### config.mk
export PLATFORM = sky130hd
export DESIGN_NAME = gn3d_fade
export DESIGN_NICKNAME = d
export VERILOG_FILES = /design/src/gn3d_pkg.sv /design/src/gn3d_fade.sv
export SDC_FILE = /design/constraint.sdc
export NUM_CORES = 2
export LEC_CHECK = 0
export BUFFER_PORTS_ARGS = -buffer_cell sky130_fd_sc_hd__buf_4
export CAP_MARGIN = 0
export CORE_UTILIZATION = 30
export CTS_CLUSTER_DIAMETER = 100
export DETAILED_ROUTE_END_ITERATION = 10
export GPL_TIMING_DRIVEN = 0
export MAX_ROUTING_LAYER = met4
export SYNTH_ARGS = -nofsm -noshare
export SYNTH_HDL_FRONTEND = slang
export SYNTH_SLANG_ARGS = --single-unit
### constraint.sdc
create_clock -name i_clk -period 14.9 [get_ports i_clk]
set_input_delay 1.49 -clock i_clk [delete_from_list [all_inputs] [get_ports i_clk]]
set_output_delay 1.49 -clock i_clk [all_outputs]
set_load 0.03 [all_outputs]
### src/gn3d_pkg.sv
package gn3d_pkg;

    localparam int FRAC_BITS_DEF = 16;
    localparam int CELL_BITS     = 8;
    localparam int HASH_BITS     = 4;
    localparam int CORNERS       = 8;
    localparam int OUT_W         = 18;
    localparam int PIPE_DEPTH    = 11;

    typedef logic [CELL_BITS-1:0] t_cell;
    typedef logic [HASH_BITS-1:0] t_hash;

    localparam t_cell PERM [256] = '{
        8'd151,8'd160,8'd137,8'd91,8'd90,8'd15,8'd131,8'd13,
        8'd201,8'd95,8'd96,8'd53,8'd194,8'd233,8'd7,8'd225,
        8'd140,8'd36,8'd103,8'd30,8'd69,8'd142,8'd8,8'd99,
        8'd37,8'd240,8'd21,8'd10,8'd23,8'd190,8'd6,8'd148,
        8'd247,8'd120,8'd234,8'd75,8'd0,8'd26,8'd197,8'd62,
        8'd94,8'd252,8'd219,8'd203,8'd117,8'd35,8'd11,8'd32,
        8'd57,8'd177,8'd33,8'd88,8'd237,8'd149,8'd56,8'd87,
        8'd174,8'd20,8'd125,8'd136,8'd171,8'd168,8'd68,8'd175,
        8'd74,8'd165,8'd71,8'd134,8'd139,8'd48,8'd27,8'd166,
        8'd77,8'd146,8'd158,8'd231,8'd83,8'd111,8'd229,8'd122,
        8'd60,8'd211,8'd133,8'd230,8'd220,8'd105,8'd92,8'd41,
        8'd55,8'd46,8'd245,8'd40,8'd244,8'd102,8'd143,8'd54,
        8'd65,8'd25,8'd63,8'd161,8'd1,8'd216,8'd80,8'd73,
        8'd209,8'd76,8'd132,8'd187,8'd208,8'd89,8'd18,8'd169,
        8'd200,8'd196,8'd135,8'd130,8'd116,8'd188,8'd159,8'd86,
        8'd164,8'd100,8'd109,8'd198,8'd173,8'd186,8'd3,8'd64,
        8'd52,8'd217,8'd226,8'd250,8'd124,8'd123,8'd5,8'd202,
        8'd38,8'd147,8'd118,8'd126,8'd255,8'd82,8'd85,8'd212,
        8'd207,8'd206,8'd59,8'd227,8'd47,8'd16,8'd58,8'd17,
        8'd182,8'd189,8'd28,8'd42,8'd223,8'd183,8'd170,8'd213,
        8'd119,8'd248,8'd152,8'd2,8'd44,8'd154,8'd163,8'd70,
        8'd221,8'd153,8'd101,8'd155,8'd167,8'd43,8'd172,8'd9,
        8'd129,8'd22,8'd39,8'd253,8'd19,8'd98,8'd108,8'd110,
        8'd79,8'd113,8'd224,8'd232,8'd178,8'd185,8'd112,8'd104,
        8'd218,8'd246,8'd97,8'd228,8'd251,8'd34,8'd242,8'd193,
        8'd238,8'd210,8'd144,8'd12,8'd191,8'd179,8'd162,8'd241,
        8'd81,8'd51,8'd145,8'd235,8'd249,8'd14,8'd239,8'd107,
        8'd49,8'd192,8'd214,8'd31,8'd181,8'd199,8'd106,8'd157,
        8'd184,8'd84,8'd204,8'd176,8'd115,8'd121,8'd50,8'd45,
        8'd127,8'd4,8'd150,8'd254,8'd138,8'd236,8'd205,8'd93,
        8'd222,8'd114,8'd67,8'd29,8'd24,8'd72,8'd243,8'd141,
        8'd128,8'd195,8'd78,8'd66,8'd215,8'd61,8'd156,8'd180
    };

    function automatic t_cell perm_at(input t_cell idx);
        return PERM[idx];
    endfunction

endpackage

### src/gn3d_fade.sv
module gn3d_fade
    import gn3d_pkg::*;
#(
    parameter int FRAC_BITS = FRAC_BITS_DEF
) (
    input  logic                 i_clk,
    input  logic                 i_en,
    input  logic [FRAC_BITS-1:0] i_frac,
    output logic [FRAC_BITS+1:0] o_fade
);

    localparam int FB = FRAC_BITS;
    localparam logic [63:0] HALF = 64'd1 << (FB - 1);

    logic [2*FB-1:0] r_ff;
    logic [FB-1:0]   r_f;
    logic [2*FB:0]   r_m;
    logic [FB+3:0]   r_q;
    logic [2*FB+4:0] r_prod;
    logic [FB+1:0]   r_fade;

    logic [2*FB:0]   n_t2s;
    logic [FB:0]     n_t2;
    logic [2*FB+5:0] n_p;
    logic [2*FB+5:0] n_ps;
    logic [2*FB+1:0] n_t3s;
    logic [FB:0]     n_t3;
    logic [2*FB+5:0] n_fs;

    always_comb begin
        n_t2s = {1'b0, r_ff} + HALF[2*FB:0];
        n_t2  = {1'b0, n_t2s[2*FB-1:FB]};
        n_p   = ((2*FB+6)'(10) << (2*FB)) + (2*FB+6)'(r_ff) * (2*FB+6)'(6)
              - ((2*FB+6)'(r_f) << FB) * (2*FB+6)'(15);
        n_ps  = n_p + HALF[2*FB+5:0];
        n_t3s = {1'b0, r_m} + HALF[2*FB+1:0];
        n_t3  = n_t3s[2*FB:FB];
        n_fs  = {1'b0, r_prod} + HALF[2*FB+5:0];
    end

    always_ff @(posedge i_clk) begin
        if (i_en) begin
            r_ff   <= i_frac * i_frac;
            r_f    <= i_frac;
            r_m    <= n_t2 * r_f;
            r_q    <= n_ps[2*FB+3:FB];
            r_prod <= n_t3 * r_q;
            r_fade <= n_fs[2*FB+1:FB];
        end
    end

    assign o_fade = r_fade;

endmodule

==> impl_metrics.yaml <==
timing:
  min_period_ns: 8.71
  tightestPinTransition_ns: 1.17
  tns_ns: 0
  fin_hold_ws_ns: 0.554
  final_hold_viol_count: 0
  setup_viol: 0
  max_freq_mhz: 115
  drv_slew: 0
  fin_skew_ns: 0.0163
  min_period_over_period_pct: 58.5
  final.setup.worst_slack_ns: 6.19
  slew_headroom_pct: 21.7
  rsz0062_at_grt: "no"
drt:
  drtAntennaViolNets: 0
  drcViolationCount: 0
  drtPass1Iterations: 5
  wl_per_cell_um: 15.2
  viasPerCell: 4.53
  drt_wl_total_um: 79400
  vias: 23600
  drt_iter0_markers: 1086
yosys:
  synthFlopType: "edfxtp_1"
  synthArstFlopShare_pct: 0
  syn_area_mm2: 0.0338
  synth_top_area_share_pct: 38.6
  ys_top_cells_by_area: "fa_1, ha_1, edfxtp_1, inv_1, nand2_1"
  synth_edf_count: 120
  synth_warnings: 0
  synth_largest_area_cell: "fa_1"
  syn_inst: 3657
  ys_seq_area_share_pct: 10.7
  synthesis.nets: 4727
  ys_ff_latch: 120
  synth.avg_cell_area_um2: 9.25
  synth_cell_type_count: 67
cts:
  post-cts-setup-buffer-count: 0
  numClockSinks: 120
  cts_resized: 0
  cts.clk_slew.worst_paths_ns: 0.06
  clock-root-buffer: "clkbuf_16"
  cts_tree: "yes"
  clockBufferDepth: 2
  cts_hold_buffers: 0
  htree_levels: 4
  cts_buffers: 17
  clk_latency_ns: 0.48
final_layout:
  ff_latch_area_mm2: 0.00360
  area_growth_pct: 8.05
  layout-drive-gt1-share_pct: 2.31
  fillers: 11500
  layout.nets: 4782
  final_common_cell: "inv_1"
  final_cell_mix: "inv_1, fa_1, nand2_1"
  multi_input_area_mm2: 0.0266
  antennaDiodeCount: 0
worst_setup_path:
  cp_max_fo: 10
  reg2reg_from: "r_m[17]"
  endpoint_kind: "register"
  reg2reg_slack_ns: 6.19
  max_stage_delay_ns: 0.84
  crit_family: "adder cells"
  worstPathRequired_ns: 15.11
  worstReg2RegEnd: "r_prod[33]"
  r2r_cells: 27
  critical-path-slowest-cell: "a2111oi_1"
  critPathBufInv: 6
  crit_start: "r_m[17]"
  cp.arrival_ns: 8.92
  cpMostUsedCell: "fa_1"
  startpoint_type: "register"
  critical_path_class: "reg -> reg"
global_routing:
  grt.overflow.total: 0
  first_global_vias: 25400
  antenna_found_initial: 0
  grt_pass1_wl_um: 131000
  grt_max_degree: 84
  grt_usage_pct: 15.0
placement:
  portBuffers: 35
  dpl.hpwl_um: 67000
  gp_congestion: 0.906
  dp_slack_ns: 6.09
floorplan:
  pin_count: 36
  die_y_um: 338
  core_area_mm2: 0.111
  initial_core_util_pct: 30.4
  fp.dieArea_mm2: 0.114
  rows: 122
  die_w_um: 338
hold_path:
  hold_class: "reg -> reg"
  hold_depth: 1
  holdPathEnd: "o_fade[17]"
  min_from: "r_prod[33]"
run:
  drv_cap: 0
run_status:
  status: "finished clean"
synthesized netlist by cell type (16+ instances only):
cell and count:
a21o_1 44, nand3_1 47, a211oi_1 16, a21oi_1 94, o21ai_0 58, edfxtp_1 120
ha_1 400, xnor2_1 123, nor2b_1 22, fa_1 652, and2_1 277, nand2_1 479
o21a_1 17, inv_1 861, xor2_1 60, nor3_1 20, nand2b_1 18, clkbuf_1 101
nor2_1 100
layout make-up:
| class | count | area share, % |
|---|---|---|
| Timing Repair Buffer | 36 | 0.805 |
| Clock buffer | 21 | 1.21 |
| Clock inverter | 11 | 0.342 |
| Multi-Input combinational cell | 2568 | 72.7 |
| Sequential cell | 120 | 9.86 |
| Inverter | 861 | 8.85 |
| Tap cell | 1488 | 5.10 |
| Buffer | 108 | 1.11 |
kinds of logic (layout without fill, tap and decap cells):
logic type               Yosys count  in the layout  synth area share [%]
AND/OR/NAND/NOR                 1021           1021                  14.5
multiplexers                       1              1                0.0333
flip-flops                       120            120                  10.7
other                              1              1                0.0111
XOR/XNOR                         183            183                  4.74
AO/OA/AOI/OAI                    310            310                  5.91
adder cells (fa/ha/maj)         1052           1052                  53.4
buffers and inverters            969           1037                  10.8
worst max path at each step:
stage / to / slack [ns] / cells after the start
2_1_floorplan: r_ff[31] / 7.57 / 26
3_3_place_gp: r_prod[32] / 6.03 / 28
3_5_place_dp: r_prod[33] / 6.09 / 27
4_1_cts: r_prod[33] / 6.05 / 27
5_1_grt: r_prod[33] / 5.60 / 27
6_report: r_prod[33] / 6.19 / 27
state kept, by name, indices dropped and copies added, names as in the netlist:
signal / count
r_ff: 31
r_q: 20
r_prod: 19
o_fade: 18
r_m: 17
r_f: 15
metal layers:
metal | routed length, um | share of wire [%] | vias to the layer above | global-route usage [%]
met1 | 35700 | 45 | 11700 | 18.9
li1 | - | - | 11300 | -
met2 | 37900 | 48 | 551 | 25.2
met3 | 4030 | 5.1 | 117 | 2.09
met4 | 1810 | 2.3 | 0 | 3.86
met5 | 0 | 0 | - | -
stage by stage:
step,cells,util [%],instance area [um2]
2_1_floorplan,3657,-,33800
3_5_place_dp,5181,32.3,36000
5_1_grt,5213,32.8,36500
3_3_place_gp,5180,32.3,35900
6_report,5213,32.8,36500
4_1_cts,5213,32.8,36500
Power is left out: the tool's default activity adds up to more than one toggle a clock period on the data nets, which glitch-free logic cannot reach.
